## src/hw/rtl/ffsa_pkg.sv

```systemverilog
`timescale 1ns / 1ps
// Shared types, widths and defaults for the first-fit segment allocator.
package ffsa_pkg;

    // Fixed field widths of the request and result channels
    localparam int ADDR_W   = 12;
    localparam int SIZE_W   = 12;
    localparam int STATUS_W = 2;
    localparam int WORD_W   = 13;

    // Defaults for the top-level parameters
    localparam int MAX_SEGMENTS_DEF    = 64;
    localparam int ARENA_MAX_WORDS_DEF = 4096;
    localparam int START_WORDS_DEF     = 8;

    // Capacity must exceed this before a free may halve it
    localparam int SHRINK_ABOVE = 8;

    typedef enum logic {
        OP_ALLOC = 1'b0,
        OP_FREE  = 1'b1
    } ffsa_op_t;

    typedef enum logic [STATUS_W-1:0] {
        ST_OK       = 2'd0,
        ST_NOSPACE  = 2'd1,
        ST_NOTFOUND = 2'd2
    } ffsa_status_t;

    typedef enum logic [3:0] {
        S_IDLE,
        S_ALLOC_RD,
        S_ALLOC_CMP,
        S_GROW,
        S_INS_RD,
        S_INS_WR,
        S_INS_PUT,
        S_FREE_RD,
        S_FREE_CMP,
        S_DEL_RD,
        S_DEL_WR,
        S_SHR_CHK,
        S_SHR_RD,
        S_SHR_CMP,
        S_DONE
    } ffsa_state_t;

    typedef struct packed {
        logic              req_type;
        logic [SIZE_W-1:0] request_size;
        logic [ADDR_W-1:0] free_address;
    } ffsa_req_t;

    typedef struct packed {
        logic [ADDR_W-1:0] granted_address;
        ffsa_status_t      status;
        logic [WORD_W-1:0] used_words;
        logic [WORD_W-1:0] capacity_now;
    } ffsa_rsp_t;

    // Sequencer status seen by the top level
    typedef struct packed {
        logic idle;
        logic done;
    } ffsa_ctrl_st_t;

    // Result of the shared compare unit: c against a + b
    typedef struct packed {
        logic ge;
        logic eq;
    } ffsa_cmp_t;

endpackage

```

## src/hw/rtl/ffsa_req_if.sv

```systemverilog
`timescale 1ns / 1ps
// Request channel of the first-fit segment allocator.
interface ffsa_req_if;
    logic                      valid;
    logic                      ready;
    logic                      req_type;
    logic [ffsa_pkg::SIZE_W-1:0] request_size;
    logic [ffsa_pkg::ADDR_W-1:0] free_address;

    modport source (
        output valid,
        output req_type,
        output request_size,
        output free_address,
        input  ready
    );

    modport sink (
        input  valid,
        input  req_type,
        input  request_size,
        input  free_address,
        output ready
    );
endinterface

```

## src/hw/rtl/ffsa_rsp_if.sv

```systemverilog
`timescale 1ns / 1ps
// Result channel of the first-fit segment allocator.
interface ffsa_rsp_if;
    logic                          valid;
    logic                          ready;
    logic [ffsa_pkg::ADDR_W-1:0]   granted_address;
    logic [ffsa_pkg::STATUS_W-1:0] status;
    logic [ffsa_pkg::WORD_W-1:0]   used_words;
    logic [ffsa_pkg::WORD_W-1:0]   capacity_now;

    modport source (
        output valid,
        output granted_address,
        output status,
        output used_words,
        output capacity_now,
        input  ready
    );

    modport sink (
        input  valid,
        input  granted_address,
        input  status,
        input  used_words,
        input  capacity_now,
        output ready
    );
endinterface

```

## src/hw/rtl/ffsa_alu.sv

```systemverilog
`timescale 1ns / 1ps
// Shared add-and-compare unit: compares c against a + b.
module ffsa_alu #(
    parameter int W = 14
) (
    input  logic [W-1:0]        a,
    input  logic [W-1:0]        b,
    input  logic [W-1:0]        c,
    output ffsa_pkg::ffsa_cmp_t res
);

    logic [W:0] sum;
    logic [W:0] c_ext;

    assign sum    = {1'b0, a} + {1'b0, b};
    assign c_ext  = {1'b0, c};
    assign res.ge = (c_ext >= sum);
    assign res.eq = (c_ext == sum);

endmodule

```

## src/hw/rtl/ffsa_seg_mem.sv

```systemverilog
`timescale 1ns / 1ps
// Segment table memory: one write port, one registered read port.
module ffsa_seg_mem #(
    parameter int DEPTH = 64,
    parameter int DW    = 24
) (
    input  logic                     clk,
    input  logic                     we,
    input  logic [$clog2(DEPTH)-1:0] waddr,
    input  logic [DW-1:0]            wdata,
    input  logic [$clog2(DEPTH)-1:0] raddr,
    output logic [DW-1:0]            rdata
);

    logic [DW-1:0] mem [DEPTH];

    always_ff @(posedge clk)
    begin
        if (we)
        begin
            mem[waddr] <= wdata;
        end
    end

    always_ff @(posedge clk)
    begin
        rdata <= mem[raddr];
    end

endmodule

```

## src/hw/rtl/ffsa_ctrl.sv

```systemverilog
`timescale 1ns / 1ps
// Sequencer that scans, shifts and sizes the segment table with one compare unit.
module ffsa_ctrl #(
    parameter int MAX_SEGMENTS    = ffsa_pkg::MAX_SEGMENTS_DEF,
    parameter int ARENA_MAX_WORDS = ffsa_pkg::ARENA_MAX_WORDS_DEF,
    parameter int START_WORDS     = ffsa_pkg::START_WORDS_DEF
) (
    input  logic                    clk,
    input  logic                    rst_n,
    input  ffsa_pkg::ffsa_req_t     req,
    input  logic                    start,
    input  logic                    done_ack,
    output ffsa_pkg::ffsa_ctrl_st_t st,
    output ffsa_pkg::ffsa_rsp_t     rsp
);

    localparam int CNT_W    = $clog2(MAX_SEGMENTS + 1);
    localparam int IDX_W    = $clog2(MAX_SEGMENTS);
    localparam int CAP_W    = $clog2(ARENA_MAX_WORDS + 1);
    localparam int AW       = $clog2(ARENA_MAX_WORDS);
    localparam int DW       = 2 * AW;
    localparam int NEED_W   = ffsa_pkg::SIZE_W + 1;
    localparam int SUM_W    = ((CAP_W > NEED_W) ? CAP_W : NEED_W) + 1;
    localparam int HALF_MAX = ARENA_MAX_WORDS / 2;

    ffsa_pkg::ffsa_state_t  state_reg, state_next;
    logic [CNT_W-1:0]       count_reg, count_next;
    logic [CNT_W-1:0]       idx_reg, idx_next;
    logic [CNT_W-1:0]       pos_reg, pos_next;
    logic [CAP_W-1:0]       cap_reg, cap_next;
    logic [CAP_W-1:0]       work_cap_reg, work_cap_next;
    logic [CAP_W-1:0]       used_reg, used_next;
    logic [CAP_W-1:0]       base_reg, base_next;
    logic [NEED_W-1:0]      need_reg, need_next;
    logic [ffsa_pkg::ADDR_W-1:0] addr_reg, addr_next;
    logic [ffsa_pkg::ADDR_W-1:0] grant_reg, grant_next;
    ffsa_pkg::ffsa_status_t status_reg, status_next;

    logic             mem_we;
    logic [IDX_W-1:0] mem_waddr;
    logic [DW-1:0]    mem_wdata;
    logic [IDX_W-1:0] mem_raddr;
    logic [DW-1:0]    mem_rdata;

    logic [SUM_W-1:0]    alu_a, alu_b, alu_c;
    ffsa_pkg::ffsa_cmp_t cmp;

    logic [AW-1:0]    seg_start, seg_end;
    logic [CNT_W-1:0] idx_inc, idx_dec, cnt_dec;
    logic [CAP_W-1:0] seg_after, seg_len;
    logic [SUM_W-1:0] new_end_w;
    logic             table_full, shrink_ok, can_double, table_empty;

    ffsa_seg_mem #(
        .DEPTH (MAX_SEGMENTS),
        .DW    (DW)
    ) u_mem (
        .clk   (clk),
        .we    (mem_we),
        .waddr (mem_waddr),
        .wdata (mem_wdata),
        .raddr (mem_raddr),
        .rdata (mem_rdata)
    );

    ffsa_alu #(
        .W (SUM_W)
    ) u_alu (
        .a   (alu_a),
        .b   (alu_b),
        .c   (alu_c),
        .res (cmp)
    );

    assign seg_start   = mem_rdata[DW-1:AW];
    assign seg_end     = mem_rdata[AW-1:0];
    assign idx_inc     = idx_reg + 1'b1;
    assign idx_dec     = idx_reg - 1'b1;
    assign cnt_dec     = count_reg - 1'b1;
    assign seg_after   = CAP_W'(seg_end) + 1'b1;
    assign seg_len     = CAP_W'(seg_end) - CAP_W'(seg_start) + 1'b1;
    assign new_end_w   = SUM_W'(base_reg) + SUM_W'(need_reg) - 1'b1;
    assign table_full  = (count_reg == CNT_W'(MAX_SEGMENTS));
    assign table_empty = (count_reg == '0);
    assign shrink_ok   = (cap_reg > CAP_W'(ffsa_pkg::SHRINK_ABOVE));
    assign can_double  = !(work_cap_reg > CAP_W'(HALF_MAX));

    // Next state
    always_comb
    begin
        state_next = state_reg;
        unique case (state_reg)
            ffsa_pkg::S_IDLE:
            begin
                if (start)
                begin
                    if (req.req_type == ffsa_pkg::OP_FREE)
                    begin
                        state_next = table_empty ? ffsa_pkg::S_SHR_CHK : ffsa_pkg::S_FREE_RD;
                    end
                    else if (table_full)
                    begin
                        state_next = ffsa_pkg::S_DONE;
                    end
                    else
                    begin
                        state_next = table_empty ? ffsa_pkg::S_GROW : ffsa_pkg::S_ALLOC_RD;
                    end
                end
            end
            ffsa_pkg::S_ALLOC_RD:  state_next = ffsa_pkg::S_ALLOC_CMP;
            ffsa_pkg::S_ALLOC_CMP:
            begin
                if (cmp.ge)
                begin
                    state_next = ffsa_pkg::S_INS_RD;
                end
                else if (idx_inc == count_reg)
                begin
                    state_next = ffsa_pkg::S_GROW;
                end
                else
                begin
                    state_next = ffsa_pkg::S_ALLOC_RD;
                end
            end
            ffsa_pkg::S_GROW:
            begin
                if (cmp.ge)
                begin
                    state_next = ffsa_pkg::S_INS_PUT;
                end
                else if (!can_double)
                begin
                    state_next = ffsa_pkg::S_DONE;
                end
            end
            ffsa_pkg::S_INS_RD:    state_next = ffsa_pkg::S_INS_WR;
            ffsa_pkg::S_INS_WR:
            begin
                state_next = (idx_dec > pos_reg) ? ffsa_pkg::S_INS_RD : ffsa_pkg::S_INS_PUT;
            end
            ffsa_pkg::S_INS_PUT:   state_next = ffsa_pkg::S_DONE;
            ffsa_pkg::S_FREE_RD:   state_next = ffsa_pkg::S_FREE_CMP;
            ffsa_pkg::S_FREE_CMP:
            begin
                if (cmp.eq)
                begin
                    state_next = (idx_inc < count_reg) ? ffsa_pkg::S_DEL_RD
                                                       : ffsa_pkg::S_SHR_CHK;
                end
                else if (idx_inc == count_reg)
                begin
                    state_next = ffsa_pkg::S_SHR_CHK;
                end
                else
                begin
                    state_next = ffsa_pkg::S_FREE_RD;
                end
            end
            ffsa_pkg::S_DEL_RD:    state_next = ffsa_pkg::S_DEL_WR;
            ffsa_pkg::S_DEL_WR:
            begin
                state_next = (idx_inc < count_reg) ? ffsa_pkg::S_DEL_RD : ffsa_pkg::S_SHR_CHK;
            end
            ffsa_pkg::S_SHR_CHK:
            begin
                state_next = (shrink_ok && !table_empty) ? ffsa_pkg::S_SHR_RD
                                                         : ffsa_pkg::S_DONE;
            end
            ffsa_pkg::S_SHR_RD:    state_next = ffsa_pkg::S_SHR_CMP;
            ffsa_pkg::S_SHR_CMP:   state_next = ffsa_pkg::S_DONE;
            ffsa_pkg::S_DONE:
            begin
                if (done_ack)
                begin
                    state_next = ffsa_pkg::S_IDLE;
                end
            end
            default:               state_next = ffsa_pkg::S_IDLE;
        endcase
    end

    // Outputs: memory port, compare operands, status
    always_comb
    begin
        st.idle   = (state_reg == ffsa_pkg::S_IDLE);
        st.done   = (state_reg == ffsa_pkg::S_DONE);
        mem_we    = 1'b0;
        mem_waddr = idx_reg[IDX_W-1:0];
        mem_wdata = mem_rdata;
        mem_raddr = idx_reg[IDX_W-1:0];
        alu_a     = SUM_W'(base_reg);
        alu_b     = SUM_W'(need_reg);
        alu_c     = SUM_W'(seg_start);
        unique case (state_reg)
            ffsa_pkg::S_INS_RD:  mem_raddr = idx_dec[IDX_W-1:0];
            ffsa_pkg::S_DEL_RD:  mem_raddr = idx_inc[IDX_W-1:0];
            ffsa_pkg::S_SHR_RD:  mem_raddr = cnt_dec[IDX_W-1:0];
            ffsa_pkg::S_INS_WR,
            ffsa_pkg::S_DEL_WR:  mem_we = 1'b1;
            ffsa_pkg::S_INS_PUT:
            begin
                mem_we    = 1'b1;
                mem_waddr = pos_reg[IDX_W-1:0];
                mem_wdata = {base_reg[AW-1:0], new_end_w[AW-1:0]};
            end
            ffsa_pkg::S_GROW:    alu_c = SUM_W'(work_cap_reg);
            ffsa_pkg::S_FREE_CMP:
            begin
                alu_a = SUM_W'(addr_reg);
                alu_b = '0;
            end
            ffsa_pkg::S_SHR_CMP:
            begin
                alu_a = SUM_W'(seg_end);
                alu_b = '0;
                alu_c = SUM_W'(cap_reg >> 2);
            end
            default:
            begin
            end
        endcase
        rsp.granted_address = grant_reg;
        rsp.status          = status_reg;
        rsp.used_words      = ffsa_pkg::WORD_W'(used_reg);
        rsp.capacity_now    = ffsa_pkg::WORD_W'(cap_reg);
    end

    // Datapath next values
    always_comb
    begin
        count_next    = count_reg;
        idx_next      = idx_reg;
        pos_next      = pos_reg;
        cap_next      = cap_reg;
        work_cap_next = work_cap_reg;
        used_next     = used_reg;
        base_next     = base_reg;
        need_next     = need_reg;
        addr_next     = addr_reg;
        grant_next    = grant_reg;
        status_next   = status_reg;
        unique case (state_reg)
            ffsa_pkg::S_IDLE:
            begin
                if (start)
                begin
                    addr_next     = req.free_address;
                    need_next     = NEED_W'(req.request_size) + 1'b1;
                    base_next     = '0;
                    idx_next      = '0;
                    work_cap_next = cap_reg;
                    grant_next    = '0;
                    if (req.req_type == ffsa_pkg::OP_FREE)
                    begin
                        status_next = ffsa_pkg::ST_NOTFOUND;
                    end
                    else
                    begin
                        status_next = table_full ? ffsa_pkg::ST_NOSPACE : ffsa_pkg::ST_OK;
                    end
                end
            end
            ffsa_pkg::S_ALLOC_CMP:
            begin
                if (cmp.ge)
                begin
                    pos_next = idx_reg;
                    idx_next = count_reg;
                end
                else
                begin
                    base_next = seg_after;
                    idx_next  = idx_inc;
                end
            end
            ffsa_pkg::S_GROW:
            begin
                if (cmp.ge)
                begin
                    cap_next = work_cap_reg;
                    pos_next = count_reg;
                    idx_next = count_reg;
                end
                else if (can_double)
                begin
                    work_cap_next = work_cap_reg << 1;
                end
                else
                begin
                    status_next = ffsa_pkg::ST_NOSPACE;
                end
            end
            ffsa_pkg::S_INS_WR:  idx_next = idx_dec;
            ffsa_pkg::S_INS_PUT:
            begin
                count_next  = count_reg + 1'b1;
                used_next   = used_reg + CAP_W'(need_reg);
                grant_next  = ffsa_pkg::ADDR_W'(base_reg);
                status_next = ffsa_pkg::ST_OK;
            end
            ffsa_pkg::S_FREE_CMP:
            begin
                if (cmp.eq)
                begin
                    used_next   = used_reg - seg_len;
                    count_next  = cnt_dec;
                    status_next = ffsa_pkg::ST_OK;
                end
                else
                begin
                    idx_next = idx_inc;
                end
            end
            ffsa_pkg::S_DEL_WR:  idx_next = idx_inc;
            ffsa_pkg::S_SHR_CHK:
            begin
                if (shrink_ok && table_empty)
                begin
                    cap_next = cap_reg >> 1;
                end
            end
            ffsa_pkg::S_SHR_CMP:
            begin
                if (cmp.ge)
                begin
                    cap_next = cap_reg >> 1;
                end
            end
            default:
            begin
            end
        endcase
    end

    always_ff @(posedge clk or negedge rst_n)
    begin
        if (!rst_n)
        begin
            state_reg <= ffsa_pkg::S_IDLE;
            count_reg <= '0;
            cap_reg   <= CAP_W'(START_WORDS);
            used_reg  <= '0;
        end
        else
        begin
            state_reg <= state_next;
            count_reg <= count_next;
            cap_reg   <= cap_next;
            used_reg  <= used_next;
        end
    end

    always_ff @(posedge clk)
    begin
        idx_reg      <= idx_next;
        pos_reg      <= pos_next;
        work_cap_reg <= work_cap_next;
        base_reg     <= base_next;
        need_reg     <= need_next;
        addr_reg     <= addr_next;
        grant_reg    <= grant_next;
        status_reg   <= status_next;
    end

endmodule

```

## src/hw/rtl/first_fit_segment_allocator.sv

```systemverilog
`timescale 1ns / 1ps
// Top level of the first-fit segment allocator: request/result channels and result register.
//
// Usage:
//   req carries one request: req_type selects allocate or free, request_size is the
//   payload size of an allocation (one header word is added), free_address names the
//   segment start to release. rsp returns one result per request: granted address,
//   status, words in use and the arena capacity after the request.
//   Both channels use valid/ready; a request moves on a clock edge with both high.
//   A request walks the segment table entry by entry, through the single registered
//   read port of the table memory and the shared compare unit. The next request can be
//   taken in the cycle after the result loads. One request is in work at a time;
//   req.ready is high only while the sequencer is idle.
//   The result sits in an output register; the sequencer takes the next request while
//   a result waits there, and holds its own finished result until the register frees.
//   Reset: segment table empty, capacity START_WORDS, nothing in use. No clearing pass
//   runs; entries are only read once written.
module first_fit_segment_allocator #(
    parameter int MAX_SEGMENTS    = ffsa_pkg::MAX_SEGMENTS_DEF,
    parameter int ARENA_MAX_WORDS = ffsa_pkg::ARENA_MAX_WORDS_DEF,
    parameter int START_WORDS     = ffsa_pkg::START_WORDS_DEF
) (
    input  logic       clk,
    input  logic       rst_n,
    ffsa_req_if.sink   req,
    ffsa_rsp_if.source rsp
);

    ffsa_pkg::ffsa_req_t     req_data;
    ffsa_pkg::ffsa_rsp_t     ctrl_rsp;
    ffsa_pkg::ffsa_ctrl_st_t ctrl_st;
    ffsa_pkg::ffsa_rsp_t     rsp_data_reg;
    logic                    rsp_valid_reg, rsp_valid_next;
    logic                    req_start;
    logic                    rsp_load;

    // Accept a request only while the sequencer is idle
    assign req.ready              = ctrl_st.idle;
    assign req_start              = req.valid & req.ready;
    assign req_data.req_type      = req.req_type;
    assign req_data.request_size  = req.request_size;
    assign req_data.free_address  = req.free_address;

    ffsa_ctrl #(
        .MAX_SEGMENTS    (MAX_SEGMENTS),
        .ARENA_MAX_WORDS (ARENA_MAX_WORDS),
        .START_WORDS     (START_WORDS)
    ) u_ctrl (
        .clk      (clk),
        .rst_n    (rst_n),
        .req      (req_data),
        .start    (req_start),
        .done_ack (rsp_load),
        .st       (ctrl_st),
        .rsp      (ctrl_rsp)
    );

    // Load the result register when it is empty or being drained this cycle
    assign rsp_load = ctrl_st.done & (~rsp_valid_reg | rsp.ready);

    always_comb
    begin
        rsp_valid_next = rsp_valid_reg;
        if (rsp_load)
        begin
            rsp_valid_next = 1'b1;
        end
        else if (rsp.ready)
        begin
            rsp_valid_next = 1'b0;
        end
    end

    always_ff @(posedge clk or negedge rst_n)
    begin
        if (!rst_n)
        begin
            rsp_valid_reg <= 1'b0;
        end
        else
        begin
            rsp_valid_reg <= rsp_valid_next;
        end
    end

    // Hold the payload while the receiver stalls
    always_ff @(posedge clk)
    begin
        if (rsp_load)
        begin
            rsp_data_reg <= ctrl_rsp;
        end
    end

    assign rsp.valid           = rsp_valid_reg;
    assign rsp.granted_address = rsp_data_reg.granted_address;
    assign rsp.status          = rsp_data_reg.status;
    assign rsp.used_words      = rsp_data_reg.used_words;
    assign rsp.capacity_now    = rsp_data_reg.capacity_now;

    // A waiting result is never overwritten
    assert property (@(posedge clk) disable iff (!rst_n)
        rsp_valid_reg && !rsp.ready |-> !rsp_load)
        else $error("result register overwritten while stalled");

    // The block is busy in the cycle after it takes a request
    assert property (@(posedge clk) disable iff (!rst_n)
        req.valid && req.ready |=> !req.ready)
        else $error("request taken while previous one still in work");

    // Status is always one of the defined codes
    assert property (@(posedge clk) disable iff (!rst_n)
        rsp.valid |-> (rsp.status == ffsa_pkg::ST_OK) || (rsp.status == ffsa_pkg::ST_NOSPACE)
                   || (rsp.status == ffsa_pkg::ST_NOTFOUND))
        else $error("undefined status code");

    // Failed requests grant no address
    assert property (@(posedge clk) disable iff (!rst_n)
        rsp.valid && (rsp.status != ffsa_pkg::ST_OK) |-> (rsp.granted_address == '0))
        else $error("address granted on a failed request");

endmodule
```

## src/flat_wrapper.sv

```systemverilog
// flat-port wrapper written by rule: the top's interface ports become plain ports
module first_fit_segment_allocator_flat 
#(
    parameter int MAX_SEGMENTS    = ffsa_pkg::MAX_SEGMENTS_DEF,
    parameter int ARENA_MAX_WORDS = ffsa_pkg::ARENA_MAX_WORDS_DEF,
    parameter int START_WORDS     = ffsa_pkg::START_WORDS_DEF
)
  (clk, rst_n, req_valid, req_req_type, req_request_size, req_free_address, req_ready, rsp_valid, rsp_granted_address, rsp_status, rsp_used_words, rsp_capacity_now, rsp_ready);
  ffsa_req_if req_i ();
  ffsa_rsp_if rsp_i ();
  input  logic clk;
  input  logic rst_n;
  input wire logic [$bits(req_i.valid)-1:0] req_valid;
  input wire logic [$bits(req_i.req_type)-1:0] req_req_type;
  input wire logic [$bits(req_i.request_size)-1:0] req_request_size;
  input wire logic [$bits(req_i.free_address)-1:0] req_free_address;
  output wire logic [$bits(req_i.ready)-1:0] req_ready;
  output wire logic [$bits(rsp_i.valid)-1:0] rsp_valid;
  output wire logic [$bits(rsp_i.granted_address)-1:0] rsp_granted_address;
  output wire logic [$bits(rsp_i.status)-1:0] rsp_status;
  output wire logic [$bits(rsp_i.used_words)-1:0] rsp_used_words;
  output wire logic [$bits(rsp_i.capacity_now)-1:0] rsp_capacity_now;
  input wire logic [$bits(rsp_i.ready)-1:0] rsp_ready;
  assign req_i.valid = req_valid;
  assign req_i.req_type = req_req_type;
  assign req_i.request_size = req_request_size;
  assign req_i.free_address = req_free_address;
  assign req_ready = req_i.ready;
  assign rsp_valid = rsp_i.valid;
  assign rsp_granted_address = rsp_i.granted_address;
  assign rsp_status = rsp_i.status;
  assign rsp_used_words = rsp_i.used_words;
  assign rsp_capacity_now = rsp_i.capacity_now;
  assign rsp_i.ready = rsp_ready;
  first_fit_segment_allocator #(.MAX_SEGMENTS(MAX_SEGMENTS), .ARENA_MAX_WORDS(ARENA_MAX_WORDS), .START_WORDS(START_WORDS)) u_core (.clk(clk), .rst_n(rst_n), .req(req_i), .rsp(rsp_i));
endmodule
```

## config.mk

```make
export PLATFORM = sky130hd
export DESIGN_NAME = first_fit_segment_allocator_flat
export DESIGN_NICKNAME = d
export VERILOG_FILES = /design/src/hw/rtl/ffsa_pkg.sv /design/src/hw/rtl/ffsa_req_if.sv /design/src/hw/rtl/ffsa_rsp_if.sv /design/src/hw/rtl/ffsa_alu.sv /design/src/hw/rtl/ffsa_seg_mem.sv /design/src/hw/rtl/ffsa_ctrl.sv /design/src/hw/rtl/first_fit_segment_allocator.sv /design/src/flat_wrapper.sv
export SDC_FILE = /design/constraint.sdc
export NUM_CORES = 2
export LEC_CHECK = 0
export BUFFER_PORTS_ARGS = -buffer_cell sky130_fd_sc_hd__buf_4
export CAP_MARGIN = 20
export CELL_PAD_IN_SITES_DETAIL_PLACEMENT = 2
export CELL_PAD_IN_SITES_GLOBAL_PLACEMENT = 2
export CORE_MARGIN = 3
export CORE_UTILIZATION = 30
export CTS_BUF_LIST = sky130_fd_sc_hd__clkbuf_4
export DETAILED_ROUTE_END_ITERATION = 7
export PLACE_DENSITY_LB_ADDON = 0.1
export SLEW_MARGIN = 5
export SYNTH_ARGS = -nofsm -noshare
export SYNTH_HDL_FRONTEND = slang
export SYNTH_SLANG_ARGS = --single-unit
```

## constraint.sdc

```tcl
create_clock -name clk -period 9.5 [get_ports clk]
set_input_delay 1.9 -clock clk [delete_from_list [all_inputs] [get_ports clk]]
set_output_delay 1.9 -clock clk [all_outputs]
set_load 0.03 [all_outputs]
```

# Word level (Yosys, flattened, before mapping)
# Memory sizes are Yosys's and may differ from the RTL's. A register that Yosys moved wholly into a read port is not among the register bits.
# Index checks and enable logic that the tools add are counted.
totals:
  input_bits: 29
  register_bits: 157
  mem_bits_rw: 1536
  mem_count: 1
memory_table:
  columns: ["memory", "depth", "width", "read_ports", "rd_ports_with_merged_regs", "write_ports", "line", "source"]
  rows:
  - ["u_core.u_ctrl.u_mem.mem", 64, 24, 1, 1, 1, "ffsa_seg_mem.sv:15", "logic [DW-1:0] mem [DEPTH];"]
classes:
  n_reduce_logical: 27
  order_cmp: 5
  muxes: 58
  bitwise: 4
  n_eq_ne: 30
  addsub: 13
ops:
  columns: ["op", "count"]
  rows:
  - ["two-way mux 13 bit", 10]
  - ["one-hot mux 13 bit (2 select lines)", 5]
  - ["one-hot mux 4 bit (14 select lines)", 1]
  - ["two-way mux 7 bit", 6]
  - ["one-hot mux 7 bit (6 select lines)", 1]
  - ["one-hot mux 13 bit (3 select lines)", 1]
  - ["two-way mux 4 bit", 9]
  - ["== test 4 bit, second input constant", 7]
  - ["one-hot mux 7 bit (2 select lines)", 2]
  - ["adder 12 x 1 -> 13 bit, second input constant", 2]
  - ["two-way mux 24 bit", 1]
  - ["inequality test 2 bit, second input constant", 12]
  - ["one-hot mux 12 bit (2 select lines)", 1]
  - ["two-way mux 2 bit", 10]
  - ["one-hot mux 6 bit (3 select lines)", 1]
  - ["== test 4 x 3 -> 1 bit, second input constant", 4]
  - ["adder 14 x 14 -> 15 bit", 1]
  - ["== test 13 x 15 -> 1 bit", 1]
  - [">= comparator 13 x 15 -> 1 bit", 1]
  - ["adder 7 x 1 -> 7 bit, second input constant", 2]
  - ["subtractor 7 x 1 -> 7 bit, second input constant", 2]
  - ["adder 13 x 1 -> 13 bit, second input constant", 1]
  - ["adder 13 bit", 1]
  - ["greater-than comparator 13 x 12 -> 1 bit, second input constant", 1]
  - ["34 further kinds", 54]

# Logic depth before layout (Yosys ltp)
depth:
  word_depth: 7
  mapped_depth: 29
  ltp_nobuf: 24

# By module
# A second synthesis with hierarchy kept.
unflattened:
  hier_cells: 3865
  hier_area_um2: 70757.9
by_module_without_submodules:
  columns: ["mod", "n_inst", "cells_per_inst", "seq_area_each_um2", "area_each_um2"]
  rows:
  - ["ffsa_seg_mem", 1, 2610, 46604.7, 59295.6]
  - ["ffsa_ctrl", 1, 1086, 3299.4, 9238.9]
  - ["first_fit_segment_allocator", 1, 45, 1226.2, 1251.2]
  - ["ffsa_alu", 1, 124, 0.0, 972.2]

# Worst setup path after synthesis
# No wires, ideal clock.
synth_timing:
  kind: "register -> register"
  start: "register u_core.u_ctrl.state_reg[0]"
  end: "register u_core.u_ctrl.base_reg[0] (enable)"
  synth_period_minus_slack_ns: 7.482
  t_arrival_ns: 7.027
  setup_slack_ns: 2.018
  stages_incl_launch_ff: 28
  cell_sequence: "dfrtp_1 -> buf_2 -> inv_2 -> buf_2 -> nand2_1 -> nor2_1 -> clkbuf_1 -> clkbuf_1 -> buf_1 -> nor3_1 -> ha_1 -> inv_1 -> fa_1 -> nor2b_1 -> o21ai_0 -> a21oi_1 -> o21ai_0 -> a21oi_1 -> a211o_1 -> a21o_1 -> a21oi_1 -> xor2_1 -> ha_1 -> nand2_1 -> nor4_1 -> a2111oi_2 -> a211oi_4 -> a2111oi_0"
synth_via:
  elab_chain_cells: 7
  elab_cells_between_ends: 16
  classes_between: "add/sub (1); order compare (1); eq/ne (6); mux (3); bitwise (1); reduce/logical (4)"
synth_rtl:
  columns: ["element", "line", "source"]
  rows:
  - ["start, declared", "ffsa_ctrl.sv:26", "ffsa_pkg::ffsa_state_t state_reg, state_next;"]
  - ["start signal, assigned", "ffsa_ctrl.sv:341", "state_reg <= ffsa_pkg::S_IDLE;"]
  - ["start signal, assigned", "ffsa_ctrl.sv:348", "state_reg <= state_next;"]
  - ["== test 4 bit", "ffsa_ctrl.sv:196", "unique case (state_reg)"]
  - ["OR reduction 2 bit (no source line)", null, null]
  - ["two-way mux 13 bit", "ffsa_ctrl.sv:196", null]
  - ["adder 14 x 14 -> 15 bit", "ffsa_alu.sv:15", "assign sum = {1'b0, a} + {1'b0, b};"]
  - [">= comparator 13 x 15 -> 1 bit", "ffsa_alu.sv:17", "assign res.ge = (c_ext >= sum);"]
  - ["inequality test 2 bit (no source line)", null, null]
  - ["AND reduction 3 bit (no source line) (*)", null, null]
  - ["end signal, assigned", "ffsa_ctrl.sv:360", "base_reg <= base_next;"]
  - ["end, declared", "ffsa_ctrl.sv:33", "logic [CAP_W-1:0] base_reg, base_next;"]
# Mark *: on every way between the ends. The rest lies on a longest branch, timed or not.
# A chain may end at the register's enable or synchronous reset.

# Final worst setup path
layout_timing:
  start: "register u_core.u_ctrl.state_reg[2]"
  end: "register u_core.u_ctrl.idx_reg[6] (enable)"
layout_via:
  elab_chain_cells: 7
  elab_cells_between_ends: 20
  classes_between: "add/sub (1); order compare (1); eq/ne (10); mux (3); bitwise (1); reduce/logical (4)"
layout_rtl:
  columns: ["element", "line", "source"]
  rows:
  - ["== test 4 bit, on equally long branches", "ffsa_ctrl.sv:196, ffsa_ctrl.sv:244", null]
  - ["OR reduction 2 bit (no source line)", null, null]
  - ["two-way mux 13 bit", "ffsa_ctrl.sv:196", null]
  - ["adder 14 x 14 -> 15 bit", "ffsa_alu.sv:15", null]
  - [">= comparator 13 x 15 -> 1 bit or == test 13 x 15 -> 1 bit (tied branches)", "ffsa_alu.sv:17, ffsa_alu.sv:18", null]
  - ["inequality test 2 bit (no source line)", null, null]
  - ["AND reduction 4 bit (no source line) (*)", null, null]
  - ["end signal, assigned", "ffsa_ctrl.sv:357", "idx_reg <= idx_next;"]
  - ["end, declared", "ffsa_ctrl.sv:28", "logic [CNT_W-1:0] idx_reg, idx_next;"]
# Marks and branches as above.

==> qor.txt <==
Outcome: completed
CP endpoint kind: flip-flop
Initial antenna violation count: 13
Xor and xnor fraction of the mapped netlist area: 0.00968
Max-cap violations: 0
Register area share after synthesis: 0.725
Hold Buf Count CTS: 0
Largest register by flop count: u_core.u_ctrl.u_mem.mem
Max reg flops: 1536
Die X: 491 um
IO Count: 71
Clock transition at path regs: 0.07 ns
Total GRT Usage: 0.190
Drt wl/cell: 29.1 um
Most used cell along the critical path: a21oi_1
Row cnt: 177
CTS root buf: clkbuf_4
Layout Skew: 0.179 ns
Reg2reg setup slack: 2.12 ns
Setup Buffers After CTS: 0
Vias in the first global route: 43840
Endpoints failing hold: 0
DRT antenna net count: 0
CP startpoint kind: flip-flop
Synth cell types: 84
Setup TNS: 0 ns
CP peak stage delay: 0.69 ns
Unrepaired setup endpoints after global routing: false
1st-iter DRT viols: 2805
Hold Path Stages: 0
Worst slew margin: 0.292
# resized after CTS: 0
Max Transition Viols Final: 0
Worst Max-Slew Pin Slew: 1.06 ns
Reg-to-Reg End: u_core.u_ctrl.idx_reg[6]
Max FO, Critical Path: 48
Worst Setup Path Type: flip-flop to flip-flop
Num CTS Buffers: 482
Clock Path Buffers: 4
FMAX: 0.136 GHz
Drt drc: 0
First-pass DRT Iterations: 5
Synth Register Bits: 1717
Worst R2R Start: u_core.u_ctrl.state_reg[2]
Area grow syn2layout: 16.0%
Async set-reset flop share out of synthesis: 0.0221
Layout Nets: 4596
CP arrival: 8.32 ns
Synth warnings: 0
Fin crit period: 7.38 ns
Synth Area in Adders: 0.0205
Largest net degree at the start of global routing: 101
GRT overflow: 0
Vias per cell: 4.99
Final clock period utilization by the worst path: 0.776
Post-synth EDFFs: 1655
Final setup violation count: 0
Slowest stage cell on the critical path: dfrtp_1
Regs by FF count: u_core.u_ctrl.u_mem.mem (1536), u_core.u_ctrl.u_mem.rdata (24)
Clock latency on the worst-skew pair: 1.42 ns
Top delay family on crit path: compound AO/OA/AOI/OAI gates
Avg Cell Area, Syn: 17.8 sq um
CORE AREA: 233000 sq um
Compound-Gate Fraction of Synth Area: 0.0582
Die H: 491 um
Worst hold path startpoint: u_core.u_ctrl.grant_reg[7]
Min-Delay Endpoint: u_core.rsp.granted_address[7]
H-tree depth: 5
Global-route wire length before repair: 330000 um
Reg2Reg Depth: 26
Routability cong.: 0.778
Layout fillers: 23305
Port Buffers: 70
Commonest non-fill, non-tap cells in the layout: edfxtp_1 (1655), clkbuf_4 (738), nand2_1 (344), mux4_2 (292), buf_4 (195)
Req. time, crit path: 10.45 ns
Post-synthesis mux area share: 0.122
Buffers & Inverters on Critical Path: 3
Mapped Area: 70500 sq um
WL final: 231000 um
Detailed-route via count: 39708
Final HPWL DP: 137000 um
Commonest non-fill, non-tap cell in the layout: edfxtp_1
Initial core utilization: 0.302
Clock Sinks: 1717
Syn Nets: 4100
Mapped Cells: 3965
Largest family of logic cells by synthesized area: multiplexers
Hold Path Class: flip-flop to flip-flop
CTS tree: built
Overall die area: 241000 sq um
Share of layout cells above drive strength 1: 0.297
Main synth FF type: edfxtp_1
Simple-Gate Fraction of Synth Area: 0.0427
[metrics by stage]
step,cells,area (sq um),worst slack [ns],hold slack (ns),util
finish,7959,81900,2.12,0.392,0.351
global placement,7094,75600,2.18,0.402,0.324
detailed placement,7104,75800,2.16,0.414,0.325
global route,7952,81800,1.53,0.394,0.351
floorplan,3965,70500,2.02,0.400,-
CTS,7939,81700,2.04,0.352,0.350
[cells in the mapped netlist, drive strengths merged (13+ instances only)]
| cell type | instances | area, sq um |
|---|---|---|
| a211oi | 32 | 365 |
| a21o | 25 | 188 |
| a21oi | 63 | 315 |
| a221oi | 47 | 412 |
| a22oi | 104 | 795 |
| a32o | 44 | 440 |
| buf | 103 | 711 |
| clkbuf | 101 | 380 |
| dfrtp | 37 | 926 |
| dfxtp | 24 | 480 |
| edfxtp | 1655 | 49700 |
| fa | 16 | 320 |
| ha | 90 | 1130 |
| inv | 130 | 488 |
| mux2 | 29 | 327 |
| mux2i | 168 | 1680 |
| mux4 | 292 | 6580 |
| nand2 | 348 | 1310 |
| nand2b | 15 | 101 |
| nand3 | 63 | 320 |
| nor2 | 164 | 618 |
| nor2b | 13 | 81.3 |
| nor3 | 47 | 235 |
| o211ai | 24 | 180 |
| o21ai | 68 | 340 |
| o221ai | 22 | 193 |
| o22ai | 27 | 175 |
| o31ai | 14 | 105 |
| xnor2 | 51 | 447 |
| xor2 | 27 | 236 |
[layer usage]
layer  global-route usage  vias to the layer above  wire (um)
met3               0.0322                      355       8960
met1                0.254                    21275     103000
met4               0.0559                        4       5800
li1                     -                    17171          -
met2                0.317                      903     114000
met5                    0                        -         30
[cell families (layout without fill, tap and decap cells)]
logic type,count (synthesis),in the layout
flops,1717,1717
simple gates,703,703
compound gates,537,537
mux,489,489
buf+inv,335,1182
fa+ha+maj,106,106
xor+xnor,78,78
other cells,0,15
[worst reg2reg max path, stage by stage (launching register included)]
cell	delay, ns
dfrtp_1	0.69
and2b_1	0.45
nand2_1	0.15
nor2_4	0.10
buf_4	0.44
nor2_1	0.25
a221o_1	0.34
ha_1	0.22
inv_1	0.09
fa_1	0.23
nor2b_1	0.06
o21ai_0	0.30
a21oi_1	0.14
o21ai_0	0.24
a21oi_1	0.14
a211o_1	0.30
a21o_1	0.21
a21oi_1	0.19
xor2_1	0.10
ha_1	0.32
nand2_1	0.05
nor4_1	0.53
a2111oi_2	0.14
a211oi_4	0.23
buf_4	0.34
o22ai_1	0.17
nor2_1	0.54
[worst max-delay path by stage]
stage / start / slack, ns / cells after the start / endpoint
after floorplan: u_core.u_ctrl.state_reg[0] / 2.02 / 27 / u_core.u_ctrl.base_reg[0]
after global placement: u_core.u_ctrl.state_reg[2] / 2.18 / 24 / u_core.u_ctrl.work_cap_reg[3]
after detailed placement: u_core.u_ctrl.state_reg[2] / 2.16 / 26 / u_core.u_ctrl.idx_reg[3]
after CTS: u_core.u_ctrl.state_reg[2] / 2.04 / 26 / u_core.u_ctrl.idx_reg[6]
after global routing: u_core.u_ctrl.state_reg[2] / 1.53 / 26 / u_core.u_ctrl.idx_reg[6]
final: u_core.u_ctrl.state_reg[2] / 2.12 / 26 / u_core.u_ctrl.idx_reg[6]
[cell type report]
| class | instances | area, sq um | share of cell area |
|---|---|---|---|
| Tap cell | 3132 | 3920 | 0.0479 |
| Timing Repair Buffer | 216 | 1910 | 0.0233 |
| Sequential cell | 1717 | 51100 | 0.625 |
| Inverter | 131 | 492 | 0.00601 |
| Clock inverter | 97 | 410 | 0.00501 |
| Multi-Input combinational cell | 1913 | 18400 | 0.225 |
| Clock buffer | 738 | 5540 | 0.0677 |
| Antenna cell | 15 | 37.5 | 0.000459 |
Power is not shown: default switching activity piles up to over one toggle a cycle in this logic, so the estimate is an artifact.
